===== src/hw/rtl/diamond_square_terrain_engine_unit_assert.svh =====
// Assertion macros for the diamond-square terrain engine.
// Included by the RTL files that carry concurrent assertions; no other dependencies.
`ifndef DIAMOND_SQUARE_TERRAIN_ENGINE_UNIT_ASSERT_SVH
`define DIAMOND_SQUARE_TERRAIN_ENGINE_UNIT_ASSERT_SVH
`ifndef NO_ASSERTIONS
// Clocked check, off while reset is asserted
`define DST_ASSERT(lbl, clk, rst_n, prop, msg) \
    lbl: assert property (@(posedge clk) disable iff (!rst_n) prop) else $error(msg);
// Clocked check that also holds during reset
`define DST_ASSERT_CLK(lbl, clk, prop, msg) \
    lbl: assert property (@(posedge clk) prop) else $error(msg);
`else
`define DST_ASSERT(lbl, clk, rst_n, prop, msg)
`define DST_ASSERT_CLK(lbl, clk, prop, msg)
`endif
`endif


===== src/hw/rtl/dst_pkg.sv =====
// Shared types and constants of the diamond-square terrain engine.
// No dependencies; imported by every RTL module of the block.
package dst_pkg;

    // Request opcodes (tuser of the input stream)
    localparam logic [1:0] OP_GEN  = 2'd0;
    localparam logic [1:0] OP_CELL = 2'd1;
    localparam logic [1:0] OP_SAMP = 2'd2;

    // Input tdata layout, lowest field first
    localparam int SEED_LSB = 0;
    localparam int CX_LSB   = 32;
    localparam int CZ_LSB   = 39;
    localparam int WX_LSB   = 46;
    localparam int WZ_LSB   = 66;
    localparam int IN_TDATA_W = 88;

    // Random generator
    localparam logic [31:0] LCG_MUL      = 32'd1664525;
    localparam logic [31:0] LCG_INC      = 32'd1013904223;
    localparam logic [31:0] SEED_DEFAULT = 32'hC0FFEE01;

    // Terrain constants
    localparam logic [7:0]  CORNER_INIT = 8'd128;
    localparam logic [6:0]  AMP_INIT    = 7'd96;
    localparam logic [7:0]  HEIGHT_MAX  = 8'd255;
    // sum / 9 as (sum * 7282) >> 16, exact for sums of nine 8-bit cells
    localparam logic [12:0] BLUR_RECIP  = 13'd7282;
    localparam int          BLUR_SHIFT  = 16;

    // Remainder unit request and response
    typedef struct packed {
        logic        start;
        logic [31:0] dividend;
        logic [7:0]  divisor;
    } rem_req_t;

    typedef struct packed {
        logic       done;
        logic [7:0] remainder;
    } rem_rsp_t;

endpackage


===== src/hw/rtl/dst_rem_unit.sv =====
// Bit-serial remainder unit: 32-bit dividend modulo 8-bit divisor, one bit per cycle.
// Depends on dst_pkg for the request and response structs.
module dst_rem_unit
    import dst_pkg::*;
(
    input  logic     clk,
    input  logic     rst_n,
    input  rem_req_t req,
    output rem_rsp_t rsp
);

    logic [31:0] dvd_reg;
    logic [7:0]  div_reg;
    logic [7:0]  rem_reg;
    logic [4:0]  cnt_reg;
    logic        busy_reg;
    logic        done_reg;

    logic [8:0]  trial;
    logic        fits;
    logic [7:0]  rem_next;

    // One restoring step: shift in the next dividend bit, subtract if it fits
    always_comb
    begin
        trial    = {rem_reg, dvd_reg[31]};
        fits     = (trial >= {1'b0, div_reg});
        rem_next = fits ? 8'(trial - {1'b0, div_reg}) : trial[7:0];
    end

    // Control: load on start, iterate 32 times, flag done
    always_ff @(posedge clk or negedge rst_n)
    begin
        if (!rst_n)
        begin
            busy_reg <= 1'b0;
            done_reg <= 1'b0;
            cnt_reg  <= '0;
        end
        else if (req.start)
        begin
            busy_reg <= 1'b1;
            done_reg <= 1'b0;
            cnt_reg  <= 5'd31;
        end
        else if (busy_reg)
        begin
            cnt_reg <= cnt_reg - 5'd1;
            if (cnt_reg == 5'd0)
            begin
                busy_reg <= 1'b0;
                done_reg <= 1'b1;
            end
        end
        else
        begin
            done_reg <= 1'b0;
        end
    end

    // Datapath
    always_ff @(posedge clk)
    begin
        if (req.start)
        begin
            dvd_reg <= req.dividend;
            div_reg <= req.divisor;
            rem_reg <= '0;
        end
        else if (busy_reg)
        begin
            dvd_reg <= {dvd_reg[30:0], 1'b0};
            rem_reg <= rem_next;
        end
    end

    assign rsp.done      = done_reg;
    assign rsp.remainder = rem_reg;

endmodule


===== config.mk =====
export PLATFORM = sky130hd
export DESIGN_NAME = dst_rem_unit
export DESIGN_NICKNAME = d
export VERILOG_FILES = /design/src/hw/rtl/diamond_square_terrain_engine_unit_assert.svh /design/src/hw/rtl/dst_pkg.sv /design/src/hw/rtl/dst_rem_unit.sv
export SDC_FILE = /design/constraint.sdc
export NUM_CORES = 1
export LEC_CHECK = 0
export BUFFER_PORTS_ARGS = -buffer_cell sky130_fd_sc_hd__buf_2
export CORE_ASPECT_RATIO = 1.25
export CORE_UTILIZATION = 35
export CTS_BUF_LIST = sky130_fd_sc_hd__clkbuf_4
export DETAILED_ROUTE_END_ITERATION = 10
export SETUP_SLACK_MARGIN = 0.3
export SYNTH_ARGS = -nofsm -noshare
export SYNTH_HDL_FRONTEND = slang
export SYNTH_SLANG_ARGS = --single-unit

===== constraint.sdc =====
create_clock -name clk -period 1.9 [get_ports clk]
set_clock_uncertainty 0.1 [all_clocks]
set_input_delay 0.095 -clock clk [delete_from_list [all_inputs] [get_ports clk]]
set_output_delay 0.095 -clock clk [all_outputs]
set_load 0.05 [all_outputs]

# ---- Word level (Yosys, flattened, before mapping)
# Cells that the tools add are included.
dict set report word_totals {
  ff_bits 55
  in_bits 43
  output_inout_bits 9
  word_cells 23
}
dict set report op_classes {
  n_addsub 2
  n_lt_le_gt_ge 1
  eq_ne 1
  mux 11
  reduce_logical 2
}
# cell count
set ops {}
lappend ops {{two-way mux 32 bit} 2}
lappend ops {{two-way mux 5 bit} 2}
lappend ops {{>= comparator 9 x 8 -> 1 bit} 1}
lappend ops {{two-way mux 8 bit} 1}
lappend ops {{subtractor 8 bit} 1}
lappend ops {{two-way mux 1 bit} 6}
lappend ops {{logical NOT 5 bit} 1}
lappend ops {{subtractor 5 x 1 -> 5 bit (second input constant)} 1}
lappend ops {{!= test 3 x 2 -> 1 bit (second input constant)} 1}
lappend ops {{nonzero test 2 bit} 1}

# ---- Logic depth before layout (Yosys ltp)
dict set report depth {
  ltp_word 4
  mapped_depth 8
  ltp_nobuf 8
}

# ---- Worst setup path before layout
# Ideal clock, no wire load.
dict set report synth_path {
  path_kind {register to register}
  from {register rem_reg[0]}
  to {register rem_reg[6]}
  setup_ns 0.084
  arrival_ns 1.973
  required_ns 1.716
  slack_ns -0.257
  stages_incl_launch_ff 8
  path_buffers 0
  period_less_slack_ns 2.157
  cell_sequence {dfxtp_1 > inv_1 > fa_1 > nand2b_1 > a21oi_1 > nand3_1 > and4_1 > o31ai_2}
}
dict set report synth_between {
  elab_chain_cells 2
  elab_cells_between_ends 3
  classes_between {1 x add/sub; 1 x order compare; 1 x mux}
}
# element line_no
set synth_rtl {}
lappend synth_rtl {{from (decl)} dst_rem_unit.sv:14} ;# logic [7:0] rem_reg;
lappend synth_rtl {{from (signal assigned)} dst_rem_unit.sv:73} ;# rem_reg <= rem_next;
lappend synth_rtl {{subtractor 8 bit or >= comparator 9 x 8 -> 1 bit (tied branches)} {dst_rem_unit.sv:28, dst_rem_unit.sv:27}}
lappend synth_rtl {{two-way mux 8 bit *} dst_rem_unit.sv:28} ;# rem_next = fits ? 8'(trial - {1'b0, div_reg}) : trial[7:0];
# Mark *: on every way between the ends. The rest lies on a longest branch, timed or not.
# A chain may end at the register's enable or synchronous reset.

# ---- Final worst setup path
dict set report layout_path {
  from {register div_reg[2]}
  to {register rem_reg[0]}
}
dict set report layout_between {
  elab_chain_cells 2
}
# element line_no
set layout_rtl {}
lappend layout_rtl {{from (decl)} dst_rem_unit.sv:13} ;# logic [7:0] div_reg;
lappend layout_rtl {{from (signal assigned)} dst_rem_unit.sv:67} ;# div_reg <= req.divisor;
lappend layout_rtl {{>= comparator 9 x 8 -> 1 bit} dst_rem_unit.sv:27} ;# fits = (trial >= {1'b0, div_reg});
lappend layout_rtl {{two-way mux 8 bit} dst_rem_unit.sv:28}
# Every way passes these cells.

==> metrics <==
wire per inst 14.01 µm; H-tree depth 2; Net Count, Synth 259; Syn Area/Cell 13.15 µm²; CP Launch Type register; Min Clock Period, post-route about 1900 ps; CP Max Fanout 5; Final nets about 370; Lkg Pwr around 0.0016 µW; # port buffers 51; Max Used Layer met4; DRT iter0 DRCs 31; met2 WL 3006 µm; die height roughly 100 µm; Post-Syn Instances roughly 210; DRC errors left 0; final period utilization a little over nine tenths; FF+latch count, synth 55; die area 8057 µm²; Mapped Area between 2000 and 3000 µm²; commonest non-fill, non-tap cells in the layout 51 x buf_2, 43 x dlygate4sd3_1, 40 x edfxtp_1, 31 x mux2_2, 12 x nand2_1; synth-to-layout area growth 44.89%; Final Util 52.76%; First-pass DRT Iterations 4; yosys warns 0; Worst Tran Pin Value ~420 ps; largest net degree at the start of global routing 33; area leader, netlist edfxtp_1; Reg clk slew, reported paths about 160 ps; status complete, no violations; Antenna Nets Post-Route 0; Max IR drop VDD roughly 0.73 mV; relative slew slack between 70 and 80%; vias after detailed routing approximately 1900; Hold/Removal Path Class primary input to register; grt ovf 0; Fin. Hold Viols 0; CTS buffer count 5; Placer Congestion 0.8043; total of max-cap violations 0; initial antenna violation count 0; Synth area leaders edfxtp_1 45%, mux2_2 13%, dfrtp_1 6.5%; core area ~7400 µm²; DRT Wirelength 5676 µm; reg2reg setup slack between 30 and 40 ps; placed cell areas between 3000 and 4000 µm²; layout cells sized above 1 a little under half; Max Root-Sink Buffers 2; routed vias/inst about 4.8; CTS tree yes; critical path type register to register; flip-flop count of the largest register after layout 32; total track usage between 10 and 15%; Initial Utilization 36.42%; Critical Path RT around 2100 ps; Clock Latency Late Sink 370 ps; I/O Pins 52; Slew Limit Fails 0; first-pass GRT wire length 9032 µm; wire length on met3 around 230 µm; CP arrival between 2000 and 2500 ps; HPWL after DPL between 3000 and 4000 µm; library cells used by synthesis 45; Finished Cell Area 3905 µm²; vias in the first global route roughly 2000; Pwr Density just over 1000 nW/µm²; sequential share of the synthesized area a little under three fifths; clock sink count 55; row count 35; Yosys top cell area share roughly 45%; metal1 wirelength roughly 2400 µm; DIE WIDTH roughly 80 µm; fmax about 0.54 GHz; RSZ-0062 raised after global routing true; most common cell after layout, fill and taps aside buf_2; clock root cell clkbuf_4; # diodes 0; Final Setup Violations 0; critical path capture point type register
## cell families (layout without fill, tap and decap cells)
logic type	after synthesis	after routing	synth area share, %
buffers and inverters	23	131	3.760
adder cells (fa/ha/maj)	11	11	5.385
AND/OR/NAND/NOR	45	45	8.636
flip-flops	55	55	57.01
multiplexers	36	36	15.00
AO/OA/AOI/OAI	26	26	7.289
XOR/XNOR	9	9	2.925
## layer usage
layer,track usage [%],vias up
met2,26.60,57
met1,17.76,931
met5,0,-
met4,4.121,0
met3,3.091,5
li1,-,948
## metrics by stage
stage	setup TNS (ps)	setup slack (ps)	hold slack [ps]	power (µW)	cells
final	0	36.30	324.9	3926	405
after global routing	-147.8	-70.42	305.2	4150	405
after CTS	0	35.87	303.3	3731	400
after detailed placement	-5.200	-5.200	-156.7	3030	345
after global placement	0	26.28	-160.8	3005	345
after floorplan	0	51.09	-300.6	2702	205
## path summary, 6_finish.rpt
| check | startpoint | end | cells past startpoint |
|---|---|---|---|
| setup / recovery | div_reg[2]$_DFFE_PP_ | rem_reg[0]$_SDFFE_PP0P_ | 7 |
| max in group asynchronous | rst_n | busy_reg$_DFF_PN0_ | 3 |
| min in group asynchronous | rst_n | done_reg$_DFFE_PN0P_ | 3 |
| setup reg to reg | div_reg[2]$_DFFE_PP_ | rem_reg[0]$_SDFFE_PP0P_ | 7 |
| hold / removal | req[4] | div_reg[4]$_DFFE_PP_ | 2 |
| hold reg to reg | rem_reg[4]$_SDFFE_PP0P_ | rem_reg[4]$_SDFFE_PP0P_ | 2 |
## power breakdown
group | leakage (µW) | total, µW | switching [µW] | internal (µW)
Clock | 0.0000368 | 540 | 349 | 192
Combinational | 0.000966 | 1770 | 873 | 899
Sequential | 0.000559 | 1610 | 132 | 1480
Total | 0.00156 | 3930 | 1350 | 2570
## critical path, stage by stage (launching register included)
cell	delay, ps
edfxtp_1	410
inv_2	80
ha_4	220
a21oi_1	190
o21ai_2	90
a21o_4	240
mux2_4	300
a211oi_2	160
## layout make-up
cell class | count | area, µm²
Multi-Input combinational cell | 127 | 1260
Timing Repair Buffer | 108 | 845.8
Inverter | 15 | 60.06
Clock buffer | 8 | 60.06
Tap cell | 92 | 115.1
Sequential cell | 55 | 1564
Fill cell | 633 | 3496
## Yosys cell counts
library cell	number
o31ai_2	1
a211oi_2	1
nor2_2	1
and2_1	1
or4_1	1
mux2_2	31
and2b_1	1
o21ai_0	2
o21ai_1	5
xnor2_1	6
a21oi_2	2
a211oi_1	1
dfrtp_1	7
nor2b_2	1
a21o_1	1
nor4b_1	1
o31ai_1	1
o221ai_2	1
inv_1	14
nor2b_1	2
o22ai_1	1
a31o_1	2
mux2_4	1
a21o_4	1
buf_4	1
nand2b_1	8
nor3_1	2
edfxtp_1	40
or4b_1	1
fa_1	1
a22o_1	1
mux2i_1	4
xor2_1	3
buf_2	3
buf_6	1
dfxtp_1	8
ha_1	10
inv_2	1
a311oi_1	1
clkbuf_1	3
and4_1	1
nor2_1	10
nand2_1	13
nand3_1	2
a21oi_1	5
## timing repair
| action | CTS | global route |
|---|---|---|
| pin swaps | 7 | 5 |
| gates cloned | 0 | 1 |
| endpoints found under the setup margin | 8 | 41 |
| resized for setup | 7 | 11 |
| buffers inserted | 4 | 4 |
| hold buffers | 43 | 0 |
| endpoints found under the hold margin | 51 | 0 |
(Power assumes the default switching activity.)
