===== config.mk =====
export PLATFORM = sky130hd
export DESIGN_NAME = dst_lerp
export DESIGN_NICKNAME = d
export VERILOG_FILES = /design/src/hw/rtl/diamond_square_terrain_engine_unit_assert.svh /design/src/hw/rtl/dst_pkg.sv /design/src/hw/rtl/dst_lerp.sv
export SDC_FILE = /design/constraint.sdc
export NUM_CORES = 1
export LEC_CHECK = 0
export BUFFER_PORTS_ARGS = -buffer_cell sky130_fd_sc_hd__buf_2
export CORE_MARGIN = 4
export CORE_UTILIZATION = 40
export CTS_BUF_LIST = sky130_fd_sc_hd__clkbuf_16
export DETAILED_ROUTE_END_ITERATION = 10
export PLACE_DENSITY = 0.59
export SYNTH_ARGS = -nofsm -noshare
export SYNTH_HDL_FRONTEND = slang
export SYNTH_SLANG_ARGS = --single-unit

===== constraint.sdc =====
create_clock -name clk -period 9.2 [get_ports clk]
set_clock_uncertainty 0.05 [all_clocks]
set_input_delay 0.46 -clock clk [delete_from_list [all_inputs] [get_ports clk]]
set_output_delay 0.46 -clock clk [all_outputs]
set_load 0.05 [all_outputs]

===== src/hw/rtl/diamond_square_terrain_engine_unit_assert.svh =====
// Assertion macros for the diamond-square terrain engine.
// Included by the RTL files that carry concurrent assertions; no other dependencies.
`ifndef DIAMOND_SQUARE_TERRAIN_ENGINE_UNIT_ASSERT_SVH
`define DIAMOND_SQUARE_TERRAIN_ENGINE_UNIT_ASSERT_SVH
`ifndef NO_ASSERTIONS
// Clocked check, off while reset is asserted
`define DST_ASSERT(lbl, clk, rst_n, prop, msg) \
    lbl: assert property (@(posedge clk) disable iff (!rst_n) prop) else $error(msg);
// Clocked check that also holds during reset
`define DST_ASSERT_CLK(lbl, clk, prop, msg) \
    lbl: assert property (@(posedge clk) prop) else $error(msg);
`else
`define DST_ASSERT(lbl, clk, rst_n, prop, msg)
`define DST_ASSERT_CLK(lbl, clk, prop, msg)
`endif
`endif


===== src/hw/rtl/dst_pkg.sv =====
// Shared types and constants of the diamond-square terrain engine.
// No dependencies; imported by every RTL module of the block.
package dst_pkg;

    // Request opcodes (tuser of the input stream)
    localparam logic [1:0] OP_GEN  = 2'd0;
    localparam logic [1:0] OP_CELL = 2'd1;
    localparam logic [1:0] OP_SAMP = 2'd2;

    // Input tdata layout, lowest field first
    localparam int SEED_LSB = 0;
    localparam int CX_LSB   = 32;
    localparam int CZ_LSB   = 39;
    localparam int WX_LSB   = 46;
    localparam int WZ_LSB   = 66;
    localparam int IN_TDATA_W = 88;

    // Random generator
    localparam logic [31:0] LCG_MUL      = 32'd1664525;
    localparam logic [31:0] LCG_INC      = 32'd1013904223;
    localparam logic [31:0] SEED_DEFAULT = 32'hC0FFEE01;

    // Terrain constants
    localparam logic [7:0]  CORNER_INIT = 8'd128;
    localparam logic [6:0]  AMP_INIT    = 7'd96;
    localparam logic [7:0]  HEIGHT_MAX  = 8'd255;
    // sum / 9 as (sum * 7282) >> 16, exact for sums of nine 8-bit cells
    localparam logic [12:0] BLUR_RECIP  = 13'd7282;
    localparam int          BLUR_SHIFT  = 16;

    // Remainder unit request and response
    typedef struct packed {
        logic        start;
        logic [31:0] dividend;
        logic [7:0]  divisor;
    } rem_req_t;

    typedef struct packed {
        logic       done;
        logic [7:0] remainder;
    } rem_rsp_t;

endpackage


===== src/hw/rtl/dst_lerp.sv =====
// Shared linear interpolation step: h0 + floor((h1 - h0) * t / 2^FRAC_BITS), registered.
// Depends on dst_pkg; used three times per bilinear sample.
module dst_lerp
    import dst_pkg::*;
#(
    parameter int HW        = 12,
    parameter int FRAC_BITS = 14
)
(
    input  logic                 clk,
    input  logic                 go,
    input  logic [HW-1:0]        h0,
    input  logic [HW-1:0]        h1,
    input  logic [FRAC_BITS-1:0] t,
    output logic [HW-1:0]        result
);

    localparam int PW = HW + FRAC_BITS + 2;

    logic signed [HW:0]        diff;
    logic signed [PW-1:0]      prod;
    logic signed [PW-1:0]      scaled;
    logic signed [PW-1:0]      base;
    logic signed [PW-1:0]      total;
    logic        [HW-1:0]      result_reg;

    // Signed difference times unsigned fraction, floor by arithmetic shift
    always_comb
    begin
        diff   = $signed({1'b0, h1}) - $signed({1'b0, h0});
        prod   = PW'(diff * $signed({1'b0, t}));
        scaled = prod >>> FRAC_BITS;
        base   = $signed(PW'(h0));
        total  = base + scaled;
    end

    // Hold the result until the next step
    always_ff @(posedge clk)
    begin
        if (go)
        begin
            result_reg <= total[HW-1:0];
        end
    end

    assign result = result_reg;

endmodule


### Word level (Yosys, flattened, before mapping)

Cells that the tools add are included.

* register bits after elaboration: 12
* input port bits: 40
* output and inout bits: 12
* word-level logic and storage cells: 4

* add/subtract/negate cells: 2
* $mul: 1

Operators with widths (number)
* multiplier 13 x 15 -> 26 bit: 1
* subtractor 12 x 12 -> 13 bit: 1
* adder 12 bit: 1

### Longest topological paths before layout

Gate-level depths: netlist of the first run.

* word-level depth: 3
* gate-level depth with buffers: 41
* depth with buffers taken out: 40

### Worst setup path before layout of the first run

No wires, ideal clock.

* kind: input to register
* start: input port h0[1]
* end: register result_reg[11] (netlist: result[11]) (data pin)
* library setup time: 0.268 ns
* arrival time: 8.304 ns
* data required time: 8.882 ns
* path slack: 0.578 ns
* cell stages on the path: 36
* path buffers: 1
* cell sequence: inv_1 -> ha_1 -> a21o_1 -> a21oi_1 -> o21bai_1 -> a31o_2 -> a21oi_1 -> a211o_1 -> buf_6 -> mux2_2 -> fa_1 -> fa_1 -> inv_1 -> fa_1 -> fa_1 -> fa_1 -> inv_1 -> fa_1 -> inv_1 -> ha_1 -> a21o_1 -> a21oi_1 -> o21ai_0 -> o2111ai_2 -> nand2_2 -> or2_4 -> xor2_1 -> ha_1 -> nor3_1 -> o21ai_0 -> a31oi_1 -> nor2_1 -> a211oi_2 -> o21bai_1 -> a21oi_1 -> xnor3_1

* longest elaborated chain between the ends: 3

Ends and longest elaborated chain
* start, declared: line dst_lerp.sv:12 `input logic [HW-1:0] h0,`
* subtractor 12 x 12 -> 13 bit: line dst_lerp.sv:30 `diff = $signed({1'b0, h1}) - $signed({1'b0, h0});`
* multiplier 13 x 15 -> 26 bit: line dst_lerp.sv:31 `prod = PW'(diff * $signed({1'b0, t}));`
* adder 12 bit (*): line dst_lerp.sv:34 `total = base + scaled;`
* via total[11]: line dst_lerp.sv:24 `logic signed [PW-1:0] total;`
* end signal, assigned: line dst_lerp.sv:42 `result_reg <= total[HW-1:0];`
* end, declared: line dst_lerp.sv:25 `logic [HW-1:0] result_reg;`

The timed path passes the listed nets; every way through them passes the cells marked *.
A chain may end at the register's enable or synchronous reset.

### Worst setup path after layout of the first run

Ends and elaborated chain as after synthesis.

==> reports/metrics.yaml, run 1 <==
cts_tree: "done"
dp_hpwl_um: 14000
yosysMostFrequentCell: "inv_1"
cts_buffer_depth: 2
area_delta_synth_final_pct: 9.97
numCtsBuffers: 3
multiInputGateArea_um2: 6220
synth_ff_type: "edfxtp_1"
antenna_found_initial: 0
crit_path_max_fanout: 7
die_area_um2: 20500
yosysWarnings: 0
drtIter0Drc: 280
route.antenna.remaining_nets: 0
cpPeakStageDelay_ps: 540
grt_max_degree: 25
path_common_cell: "fa_1"
netlist_top_cells_count: "inv_1, fa_1, nand2_1, ha_1, and2_1"
finalHoldViolCount: 0
port-buffer-count: 51
slew_headroom: 0.601
die_w_um: 143
outcome: "finished clean"
wl_per_cell_um: 15.3
start_util: 0.407
vias_per_cell: 4.97
syn_inst: 822
n_fill_cell: 1809
core-area_um2: 18000
crit_path_start_kind: "primary input"
cp-end-kind: "flop"
finalCritPeriodShare: 0.947
synth_top_area_share: 0.364
gr-total-overflow: 0
fin_nets: 1150
avgSynthCellArea_um2: 8.89
num_rows: 49
cp.required_ps: 9140
crit_type: "primary input to flop"
cp_slowest_cell: "fa_1"
setup.worst_path.start: "h0[1]"
die-height_um: 143
worst_slew_pin_slew_ps: 594
ys_ff_latch: 12
crit_end: "result[11]"
clk_pin_slew_ps: 50
drv_slew: 0
num_vias: 5452
syn-num-nets: 1102
ys_types: 49
grt_pass1_vias: 5710
h-tree-depth: 1
synth_edf_count: 12
synth.area.top_cells: "fa_1, ha_1, inv_1"
setup_tns_ps: 0
synth.cell_area_um2: 7310
routabilityCongestion: 0.815
yosysTopAreaCell: "fa_1"
ys_async_sr_fraction: 0
arrival_ps: 8650
largest_reg_flops: 12
yosysSeqAreaShare: 0.0493
setup_viol: 0
hold_class: "primary input to flop"
wirelength_um: 16800
grt_use_total: 0.171
root_buffer: "clkbuf_16"
whs_path_depth: 2
period_minus_slack_ps: 8710
final-seq-area_um2: 360
diodes: 0
drt_pass1_iterations: 7
grt_pass1_wl_um: 28300
numClockSinks: 12
post_route_cells_drive_above_1_share: 0.131
rsz0062_at_grt: "yes"
drc_errors: 0
ios: 52
max_clock_freq_ghz: 0.115
maxCapViolCount: 0
-- placed cells by master, fill, tap and decap left out, drive strengths merged, types with 2 or more instances in the layout --
cell	Yosys	final
o21ai	14	14
xnor2	23	23
o2111ai	2	2
and3	3	3
nand4	2	2
a21o	12	12
mux2i	8	8
nor2b	15	15
o21bai	2	2
nand2	113	113
o21a	6	6
ha	107	107
nand2b	27	27
a211oi	4	4
a31oi	3	3
and2	38	38
clkbuf	27	3
nand3	4	4
buf	3	73
and2b	2	2
nor3	11	11
xor2	6	6
or2	7	7
inv	175	175
edfxtp	12	12
fa	133	133
mux2	6	6
a21oi	18	18
nor2	27	27
-- critical path, delay by kind of cell --
kind,cells,cell delay [ps]
adder cells (fa/ha/maj),9,3750
AO/OA/AOI/OAI,12,2220
AND/OR/NAND/NOR,5,820
buffers and inverters,4,660
XOR/XNOR,2,470
multiplexers,1,250
-- through the flow --
stage	area [um^2]	hold WS (ps)	utilization	worst slack, ps	instances
after floorplan	7310	522	-	578	822
after global placement	7860	736	0.437	-8.37	1088
after detailed placement	7860	751	0.437	-78.0	1088
after CTS	7940	505	0.442	142	1092
after global routing	8030	521	0.447	-42.8	1098
final	8030	508	0.447	486	1098
-- worst min path at each step --
stage / start / to / slack [ps]
2_1_floorplan: go / result[0] / 520
3_3_place_gp: h0[0] / result[0] / 740
3_5_place_dp: h0[0] / result[0] / 750
4_1_cts: h0[0] / result[0] / 510
5_1_grt: h0[0] / result[0] / 520
6_report: h0[0] / result[0] / 510
-- cell families after synthesis --
logic type | synth area share
compound gates | 0.0709
flops | 0.0493
mux | 0.0202
xor+xnor | 0.0378
fa+ha+maj | 0.548
buf+inv | 0.107
simple gates | 0.167
-- area by class of cell --
cell class	instances	share of cell area
Clock inverter	1	0.000467
Sequential cell	12	0.0449
Tap cell	229	0.0357
Timing Repair Buffer	73	0.0539
Multi-Input combinational cell	605	0.774
Clock buffer	3	0.00934
Inverter	175	0.0818
-- metal layers --
| metal | vias up | part of all wire | track usage |
|---|---|---|---|
| met4 | 0 | 0.013 | 0.0255 |
| met5 | - | 0 | 0 |
| met3 | 18 | 0.023 | 0.0114 |
| met2 | 73 | 0.51 | 0.306 |
| met1 | 2742 | 0.46 | 0.234 |
| li1 | 2619 | - | - |
-- timing repair --
action	4_1_cts	5_1_grt
resized for setup	0	12
setup endpoints to repair	0	3
hold buffers	0	0
setup buffers	0	6
Power of run 1 is left out: the tool's default activity adds up to more than one toggle a clock period on the data nets, which glitch-free logic cannot reach.
==> run 2: changes to the inputs <==
CORE_UTILIZATION = 45   (was 40)
PLACE_DENSITY = 0.65   (was 0.59)
==> reports/metrics.yaml, run 2 (synthesized netlist as in run 1, its figures left out) <==
outcome: "finished clean"
drc_errors: 0  # unchanged
grtUsageMet1: 0.245  # +0.0109
routabilityCongestion: 0.872  # +6.9%
wirelength_um: 16400  # -2.2%
crit_type: "primary input to flop"
largest_reg_flops: 12  # unchanged
numCtsBuffers: 3  # unchanged
pre_cts_slack_ps: -99.8  # -21.8 ps
cp.depth: 37  # +12%
post_dp_cell_area_um2: 7850  # -0.14%
cts_buffer_depth: 2  # unchanged
grt_util_met3: 0.0134  # +0.00199
gr-total-overflow: 0  # unchanged
crit_path_start_kind: "primary input"
antenna_found_initial: 0  # unchanged
area_delta_synth_final_pct: 9.18
layout.cells.non_filler: 1081  # -1.5%
start_util: 0.460  # +0.0532
period_minus_slack_ps: 8720  # +2.67 ps
num_vias: 5470  # +0.33%
arrival_ps: 8650  # about the same
die-height_um: 135  # -5.4%
drtIter0Drc: 247  # -12%
max_clock_freq_ghz: 0.115  # about the same
drv_slew: 0  # unchanged
worst_slew_pin_slew_ps: 575  # -19.2 ps
maxCapViolCount: 0  # unchanged
n_fill_cell: 1564  # -14%
setup_tns_ps: 0  # unchanged
cp_slowest_cell: "fa_1"
route.antenna.remaining_nets: 0  # unchanged
clk_pin_slew_ps: 40  # about the same
wl_per_cell_um: 15.2  # -0.69%
ios: 52  # unchanged
core-area_um2: 15900  # -12%
crit_buf_inv: 5  # +1
die_w_um: 135  # -5.4%
layout_commonest_cell: "inv_1"
grt_pass1_wl_um: 27200  # -3.9%
cts_tree: "done"
port-buffer-count: 51  # unchanged
grt_use_total: 0.184  # +0.0122
path_common_cell: "fa_1"
hold_buffers: 0  # unchanged
final_area_um2: 7980  # -0.72%
dp_hpwl_um: 13700  # -2.2%
root_buffer: "clkbuf_16"
grt_pass1_vias: 5570  # -2.5%
dp_cells: 1074  # -1.3%
diodes: 0  # unchanged
setup_viol: 0  # unchanged
whs_path_depth: 2  # unchanged
numClockSinks: 12  # unchanged
slew_headroom: 0.616  # +0.0152
critPathTopFamily: "adder cells"
h-tree-depth: 1  # unchanged
busiest_layer: "met2"
num_rows: 46  # -6.1%
vias_per_cell: 5.06  # +1.9%
final_cell_mix: "inv_1, fa_1, nand2_1"
setup_ws_ps: 483  # -2.67 ps
finalHoldViolCount: 0  # unchanged
drt_pass1_iterations: 4  # -3
grtUsageMet2: 0.340  # +0.0340
crit_path_max_fanout: 5  # -2
finalCritPeriodShare: 0.947  # about the same
cp.required_ps: 9130  # about the same
die_area_um2: 18300  # -11%
grt_max_degree: 25  # unchanged
cp-end-kind: "flop"
cpPeakStageDelay_ps: 550  # about the same
fin_nets: 1146  # -0.35%
post_route_cells_drive_above_1_share: 0.124  # -0.00749
hold_class: "primary input to flop"
## run 2: through the flow
step | hold slack [ps] | util
after global placement | 736 | 0.494
after global routing | 519 | 0.502
after detailed placement | 744 | 0.494
final | 504 | 0.502
after CTS | 499 | 0.499
after floorplan | 522 | -
## run 2: what timing repair did
action | CTS | global route
gates resized for setup | 0 | 7
setup buffers | 0 | 3
endpoints found under the setup margin | 0 | 2
## run 2: routing by layer
layer	vias up	part of all wire
met1	2767	0.44
li1	2607	-
met4	0	0.0074
met3	14	0.024
met2	82	0.53
met5	-	0
## run 2: path summary, 6_finish.rpt
check,startpoint,endpoint,slack (ps)
setup / recovery,h0[2],result[11],480
hold / removal,h0[0],result[0],500
## run 2: area by class of cell
class | instances | area, um^2 | share of cell area
timing repair buffer | 69 | 415 | 0.0521
clock buffer | 3 | 75.1 | 0.00941
inverter | 175 | 657 | 0.0824
tap | 216 | 270 | 0.0339
multi-input combinational | 605 | 6190 | 0.777
sequential | 12 | 360 | 0.0452
clock inverter | 1 | 3.75 | 0.000471
Power of run 2 is left out for the same reason.
